--- config.mk ---
export PLATFORM = sky130hd
export DESIGN_NAME = sliding_window_event_counter_core
export DESIGN_NICKNAME = d
export VERILOG_FILES = /design/src/design/swec_pkg.sv /design/src/design/swec_ram.sv /design/src/design/swec_ctrl.sv /design/src/design/sliding_window_event_counter_core.sv
export SDC_FILE = /design/constraint.sdc
export NUM_CORES = 2
export LEC_CHECK = 0
export BUFFER_PORTS_ARGS = -buffer_cell sky130_fd_sc_hd__buf_2
export CAP_MARGIN = 20
export CORE_ASPECT_RATIO = 1.75
export CORE_UTILIZATION = 45
export DETAILED_ROUTE_END_ITERATION = 10
export PLACE_DENSITY_LB_ADDON = 0.25
export SLEW_MARGIN = 20
export SYNTH_ARGS = -nofsm -noshare
export SYNTH_HDL_FRONTEND = slang
export SYNTH_HIERARCHICAL = 1
export SYNTH_SLANG_ARGS = --single-unit
--- constraint.sdc ---
create_clock -name clk -period 6.7 [get_ports clk]
set_clock_uncertainty 0.1 [all_clocks]
set_input_delay 1.34 -clock clk [delete_from_list [all_inputs] [get_ports clk]]
set_output_delay 1.34 -clock clk [all_outputs]
set_load 0.05 [all_outputs]
--- src/design/swec_pkg.sv ---
// Shared constants and types for the sliding-window event counter.
`timescale 1ns / 1ps

package swec_pkg;

	localparam int STORE_DEPTH_DEF = 64;

	localparam int TIME_W = 32;
	localparam int WIN_W  = 20;
	localparam int EVT_W  = 7;

	localparam logic [WIN_W-1:0] WINDOW_RESET = WIN_W'(3000);

	typedef enum logic [1:0] {
		ST_IDLE  = 2'b01,
		ST_CHECK = 2'b10
	} swec_state_t;

endpackage

--- src/design/swec_ram.sv ---
// Generic single-write, single-read RAM with registered read data.
`timescale 1ns / 1ps

module swec_ram #(
	parameter int WIDTH = 32,
	parameter int DEPTH = 64
) (
	input  logic                     clk,
	input  logic                     wr_en,
	input  logic [$clog2(DEPTH)-1:0] wr_addr,
	input  logic [WIDTH-1:0]         wr_data,
	input  logic                     rd_en,
	input  logic [$clog2(DEPTH)-1:0] rd_addr,
	output logic [WIDTH-1:0]         rd_data
);

	logic [WIDTH-1:0] mem_q [DEPTH];

	always_ff @(posedge clk) begin
		if (wr_en) begin
			mem_q[wr_addr] <= wr_data;
		end
		if (rd_en) begin
			rd_data <= mem_q[rd_addr];
		end
	end

endmodule

--- src/design/swec_ctrl.sv ---
// Head/count sequencer: expiry from the head, append at the tail, result register.
`timescale 1ns / 1ps

module swec_ctrl
	import swec_pkg::*;
#(
	parameter int STORE_DEPTH = STORE_DEPTH_DEF
) (
	input  logic                           clk,
	input  logic                           arst_n,
	input  logic [WIN_W-1:0]               window_length,
	input  logic                           in_valid,
	output logic                           in_stall,
	input  logic [TIME_W-1:0]              event_time,
	output logic                           out_valid,
	input  logic                           out_stall,
	output logic [EVT_W-1:0]               events_in_window,
	output logic                           overflowed,
	output logic                           ram_wr_en,
	output logic [$clog2(STORE_DEPTH)-1:0] ram_wr_addr,
	output logic [TIME_W-1:0]              ram_wr_data,
	output logic                           ram_rd_en,
	output logic [$clog2(STORE_DEPTH)-1:0] ram_rd_addr,
	input  logic [TIME_W-1:0]              ram_rd_data
);

	localparam int ADDR_W = $clog2(STORE_DEPTH);
	localparam int CNT_W  = $clog2(STORE_DEPTH + 1);

	localparam logic [ADDR_W:0]  DEPTH_A = (ADDR_W+1)'(STORE_DEPTH);
	localparam logic [CNT_W-1:0] DEPTH_C = CNT_W'(STORE_DEPTH);

	swec_state_t        state_q;
	logic [ADDR_W-1:0]  head_q;
	logic [CNT_W-1:0]   count_q;
	logic [TIME_W-1:0]  time_s1;
	logic [TIME_W-1:0]  lower_s1;
	logic               out_valid_q;
	logic [EVT_W-1:0]   events_q;
	logic               ovf_q;

	logic               accept;
	logic               in_check;
	logic               expire;
	logic               full;
	logic               out_free;
	logic               finalize;
	logic [ADDR_W:0]    head_p1;
	logic [ADDR_W-1:0]  head_inc;
	logic [ADDR_W:0]    tail_sum;
	logic [ADDR_W-1:0]  tail;
	logic [TIME_W-1:0]  lower;

	assign accept   = in_valid && (state_q == ST_IDLE);
	assign in_check = (state_q == ST_CHECK);
	assign in_stall = (state_q != ST_IDLE);

	// inclusive lower bound, saturating at zero
	assign lower = (event_time >= TIME_W'(window_length))
		? event_time - TIME_W'(window_length) : '0;

	assign head_p1  = {1'b0, head_q} + (ADDR_W+1)'(1);
	assign head_inc = (head_p1 == DEPTH_A) ? '0 : head_p1[ADDR_W-1:0];

	// when full, head + depth wraps back onto head: the oldest word is overwritten
	assign tail_sum = {1'b0, head_q} + (ADDR_W+1)'(count_q);
	always_comb begin
		if (tail_sum >= DEPTH_A) begin
			tail = ADDR_W'(tail_sum - DEPTH_A);
		end else begin
			tail = tail_sum[ADDR_W-1:0];
		end
	end

	assign expire   = in_check && (count_q != '0) && (ram_rd_data < lower_s1);
	assign full     = (count_q == DEPTH_C);
	assign out_free = !out_valid_q || !out_stall;
	assign finalize = in_check && !expire && out_free;

	// head is read on accept and again after every pop
	assign ram_rd_en   = accept || expire;
	assign ram_rd_addr = accept ? head_q : head_inc;
	assign ram_wr_en   = finalize;
	assign ram_wr_addr = tail;
	assign ram_wr_data = time_s1;

	always_ff @(posedge clk) begin
		if (accept) begin
			time_s1  <= event_time;
			lower_s1 <= lower;
		end
		if (finalize) begin
			events_q <= full ? EVT_W'(count_q) : EVT_W'(count_q + CNT_W'(1));
			ovf_q    <= full;
		end
	end

	always_ff @(posedge clk or negedge arst_n) begin
		if (!arst_n) begin
			state_q     <= ST_IDLE;
			head_q      <= '0;
			count_q     <= '0;
			out_valid_q <= 1'b0;
		end else begin
			unique case (state_q)
				ST_IDLE: begin
					if (accept) begin
						state_q <= ST_CHECK;
					end
				end
				ST_CHECK: begin
					if (finalize) begin
						state_q <= ST_IDLE;
					end
				end
				default: begin
					state_q <= ST_IDLE;
				end
			endcase

			if (expire || (finalize && full)) begin
				head_q <= head_inc;
			end

			if (expire) begin
				count_q <= count_q - CNT_W'(1);
			end else if (finalize && !full) begin
				count_q <= count_q + CNT_W'(1);
			end

			if (finalize) begin
				out_valid_q <= 1'b1;
			end else if (!out_stall) begin
				out_valid_q <= 1'b0;
			end
		end
	end

	assign out_valid        = out_valid_q;
	assign events_in_window = events_q;
	assign overflowed       = ovf_q;

	a_count_bound: assert property (@(posedge clk) disable iff (!arst_n)
		count_q <= DEPTH_C)
		else $error("entry count above store depth");

	a_head_bound: assert property (@(posedge clk) disable iff (!arst_n)
		head_q < DEPTH_A[ADDR_W-1:0] || DEPTH_A == (ADDR_W+1)'(1 << ADDR_W))
		else $error("head index out of range");

	a_pop_dec: assert property (@(posedge clk) disable iff (!arst_n)
		expire |=> count_q == $past(count_q) - CNT_W'(1))
		else $error("pop did not decrement count");

	a_append_nonempty: assert property (@(posedge clk) disable iff (!arst_n)
		finalize |=> count_q != '0 && out_valid_q)
		else $error("append left store empty or no result");

	a_no_rw_clash: assert property (@(posedge clk) disable iff (!arst_n)
		!(ram_wr_en && ram_rd_en))
		else $error("read and write issued together");

endmodule

--- src/design/sliding_window_event_counter_core.sv ---
// Top level of the sliding-window event counter: window register, store, sequencer.
//
//  channel        | direction | handshake                  | payload
//  ---------------+-----------+----------------------------+---------------------------------
//  event in       | in        | in_valid / in_stall        | event_time[31:0]
//  count out      | out       | out_valid / out_stall      | events_in_window[6:0], overflowed
//  window config  | in        | window_length_we           | window_length[19:0]
//
// Each word is checked against the stored timestamps from the head: the single read port of the
// timestamp store fetches one head entry per cycle while entries expire. Expiry is
// amortised; a new word is not taken until the previous one has been appended.
// A pending result waits in the output register; the next word is still taken meanwhile.
// Reset clears head, count and control; the store needs no clearing pass since only
// entries that have been written are ever compared.
`timescale 1ns / 1ps

module sliding_window_event_counter_core
	import swec_pkg::*;
#(
	parameter int STORE_DEPTH = STORE_DEPTH_DEF
) (
	input  logic                clk,
	input  logic                arst_n,
	input  logic                window_length_we,
	input  logic [WIN_W-1:0]    window_length,
	input  logic                in_valid,
	output logic                in_stall,
	input  logic [TIME_W-1:0]   event_time,
	output logic                out_valid,
	input  logic                out_stall,
	output logic [EVT_W-1:0]    events_in_window,
	output logic                overflowed
);

	localparam int ADDR_W = $clog2(STORE_DEPTH);

	logic [WIN_W-1:0]   window_q;
	logic               ram_wr_en;
	logic [ADDR_W-1:0]  ram_wr_addr;
	logic [TIME_W-1:0]  ram_wr_data;
	logic               ram_rd_en;
	logic [ADDR_W-1:0]  ram_rd_addr;
	logic [TIME_W-1:0]  ram_rd_data;

	always_ff @(posedge clk or negedge arst_n) begin
		if (!arst_n) begin
			window_q <= WINDOW_RESET;
		end else if (window_length_we) begin
			window_q <= window_length;
		end
	end

	swec_ram #(
		.WIDTH(TIME_W),
		.DEPTH(STORE_DEPTH)
	) u_store (
		.clk     (clk),
		.wr_en   (ram_wr_en),
		.wr_addr (ram_wr_addr),
		.wr_data (ram_wr_data),
		.rd_en   (ram_rd_en),
		.rd_addr (ram_rd_addr),
		.rd_data (ram_rd_data)
	);

	swec_ctrl #(
		.STORE_DEPTH(STORE_DEPTH)
	) u_ctrl (
		.clk              (clk),
		.arst_n           (arst_n),
		.window_length    (window_q),
		.in_valid         (in_valid),
		.in_stall         (in_stall),
		.event_time       (event_time),
		.out_valid        (out_valid),
		.out_stall        (out_stall),
		.events_in_window (events_in_window),
		.overflowed       (overflowed),
		.ram_wr_en        (ram_wr_en),
		.ram_wr_addr      (ram_wr_addr),
		.ram_wr_data      (ram_wr_data),
		.ram_rd_en        (ram_rd_en),
		.ram_rd_addr      (ram_rd_addr),
		.ram_rd_data      (ram_rd_data)
	);

endmodule
==> results by group <==
Detailed routing
  – DRT Wirelength: 211000 um
  – DRC viols: 0
  – Per-cell routed wire length: 31.3 um
  – Vias/cell: 5.98
  – DRT iter0 DRCs: 3712
  – DR pass1 iterations: 8
  – Vias post-DR: 40300
  – Post-route ant nets: 0

Setup path
  – Startpoint types: register
  – CP Class: reg2reg
  – CP endpoint: u_store/mem_q[6][20]
  – Crit path DAT: 5.87 ns
  – Worst Setup End Kind: register
  – Crit Reg-Reg Startpoint: u_store/rd_data[6]
  – Critical path fanouts, max: 22
  – Crit. Startpoint: u_store/rd_data[6]
  – Reg2reg setup slack: 1.23 ns
  – Worst EP required: 7.09 ns
  – R2R depth: 12
  – Critical R2R Capture: u_store/mem_q[6][20]

Power and ir drop
  – Total power: 44600 uW
  – P per Cell Area: 466 nW/um2
  – Peak supply drop: 632 uV
  – Leakage: 0.0302 uW

CTS
  – H-tree depth: 4
  – Cts repair resizes: 0
  – Skew-Pair Late Insertion Delay: 0.83 ns
  – Root buf cell: clkbuf_16
  – CTS buffer count: 190
  – Post-CTS Setup Bufs: 0
  – Hold buffers post-CTS: 0
  – Max clock buf depth: 4
  – CTS clk-pin slew, worst paths: 0.07 ns
  – Sink Count: 2188
  – CTS tree: yes

Global routing
  – First-pass GRT wire length: 304000 um
  – Largest net degree at the start of global routing: 69
  – Vias in the first global route: 41900
  – Total track usage: 0.221
  – GRT overflow: 0
  – Initial antenna violation count: 4

Placement
  – HPWL after DPL: 132000 um
  – Final Wtd Congestion: 0.851
  – Number of port buffers: 66
  – Placed insts: 6400

STA
  – Final hold viol count: 0
  – Worst Tran Pin Value: 1.14 ns
  – Fin Setup TNS: 0 ns
  – Max Clk Rate: 183 MHz
  – Final period util: 0.817
  – Tmin final: 5.47 ns
  – Slew Viols, Final: 0
  – Final setup fails: 0
  – Worst Hold Slack: 0.416 ns
  – Relative slew slack: 0.235
  – Unrepaired setup endpoints after global routing: no

Logic synthesis
  – Syn Area/Cell: 21.8 um2
  – Syn nets: 4039
  – Largest family of logic cells by synthesized area: multiplexers
  – YS warnings: 6
  – Simple-gate share of the synthesized area: 0.0206
  – Compound-Gate Fraction of Synth Area: 0.0248
  – Sequential-to-total area share from yosys stat: 0.767
  – EDFF count, synth: 2152
  – Netlist Area Pre-Place: 85400 um2
  – Asr flop ratio synth: 0.0165
  – Post-Syn Instances: 3920
  – Post-synth top flop: edfxtp_1
  – Mux contribution to synthesized area: 0.159
  – Adder-cell share of the synthesized area: 0.00926
  – Unique masters post-synth: 75
  – Synth Area in XOR/XNOR: 0.00431
  – #FFs+latches synth: 2188

Finish
  – Layout Cells excl Fill: 6735
  – Layout cells sized above 1: 0.270
  – Area of the multi-input gates: 19200 um2
  – Commonest non-fill, non-tap cell in the layout: edfxtp_1
  – Nets@finish: 4262
  – Seq. cell area: 65500 um2
  – Fillers: 14800
  – Area grow syn2layout: 12.1%
  – Most frequent cells in the layout: edfxtp_1, mux4_2, clkbuf_16

Die
  – Die W: 331 um
  – Die ar.: 192000 um2
  – Initial Util: 0.453
  – Row count: 211
  – Die H: 578 um
  – Ports: 67
  – CORE AREA: 189000 um2

Run status
  – Run status: finished clean

Min path
  – Hold Path Class: reg2reg
  – Hold Path Depth: 1

Job
  – Max-cap viol count: 0
==> report_power, final <==
group          switching (uW)  internal (uW)  leakage (uW)  total [uW]
combinational            9740           7640       0.00756       17400
clock                    4780           5780       0.00286       10600
sequential                405          16200        0.0198       16700
==> kinds of logic (layout without fill, tap and decap cells) <==
group | Yosys count | in the layout
adders and majority gates | 62 | 62
muxes | 670 | 670
xor gates and xnor gates | 42 | 42
DFF | 2188 | 2188
AOI/OAI and AO/OA | 317 | 317
other | 0 | 4
and+or+nand+nor | 375 | 375
buffers and inverters | 266 | 628
==> area by class of cell <==
class                      instances  share of cell area
sequential                      2188               0.685
multi-input combinational       1466               0.201
clock buffer                     222              0.0516
tap                             2449              0.0320
timing repair buffer             231              0.0197
clock inverter                   109             0.00881
inverter                          66             0.00259
antenna                            4            0.000105
==> registers in the layout, indices dropped and copies added (netlist names) <==
signal                   cells
u_ctrl/head_q                6
u_ctrl/count_q               7
u_ctrl/overflowed            1
u_ctrl/state_q               2
u_ctrl/lower_s1             32
window_q                    20
u_store/mem_q             2048
u_ctrl/out_valid             1
u_store/rd_data             32
u_ctrl/ram_wr_data          32
u_ctrl/events_in_window      7
==> critical path: stages (launching register included) <==
cell	delay, ns
edfxtp_1	0.38
ha_1	0.30
and4_1	0.20
o21ai_0	0.07
or4_1	0.51
o2111ai_1	0.28
a31oi_4	0.36
nor2_1	0.18
buf_4	0.27
nor2b_1	0.30
nand3_1	0.74
nor2_4	1.03
buf_4	0.38
==> cells in the mapped netlist (20+ instances only) <==
cell      instances  area (um2)
mux2i_1          97         971
buf_1            22        82.6
o221ai_1         28         245
buf_4            27         203
o21ai_0          27         135
o22ai_1          86         538
a21oi_1          88         440
nor2_1          186         698
ha_1             60         751
edfxtp_1       2152       64600
nand2_1          49         184
mux4_2          544       12300
clkbuf_1         82         308
dfrtp_1          28         701
inv_1            66         248
xnor2_1          27         236
mux2_4           20         300
buf_2            61         305
==> per-layer routing <==
| layer | global-route usage | vias up | wire length (um) |
|---|---|---|---|
| met1 | 0.259 | 21900 | 77200 |
| li1 | - | 16800 | - |
| met4 | 0.0661 | 2 | 6540 |
| met3 | 0.0234 | 307 | 9290 |
| met2 | 0.424 | 1193 | 118000 |
| met5 | 0 | - | 7 |
==> worst min-delay path by stage <==
stage / to / startpoint / slack, ns
final: window_q[10] / window_q[10] / 0.42
after global routing: window_q[18] / window_q[18] / 0.43
after CTS: window_q[14] / window_q[14] / 0.42
after detailed placement: window_q[15] / window_q[15] / 0.40
after global placement: window_q[16] / window_q[16] / 0.40
after floorplan: window_q[10] / window_q[10] / 0.38
==> through the flow <==
stage               area, um2   util  setup WS [ns]
floorplan               85400      -          0.972
global placement        89900  0.476           1.09
detailed placement      89900  0.476           1.18
CTS                     95700  0.507           1.23
global route            95700  0.507           1.01
finish                  95700  0.507           1.23
Power figures use the tool's default switching activity.
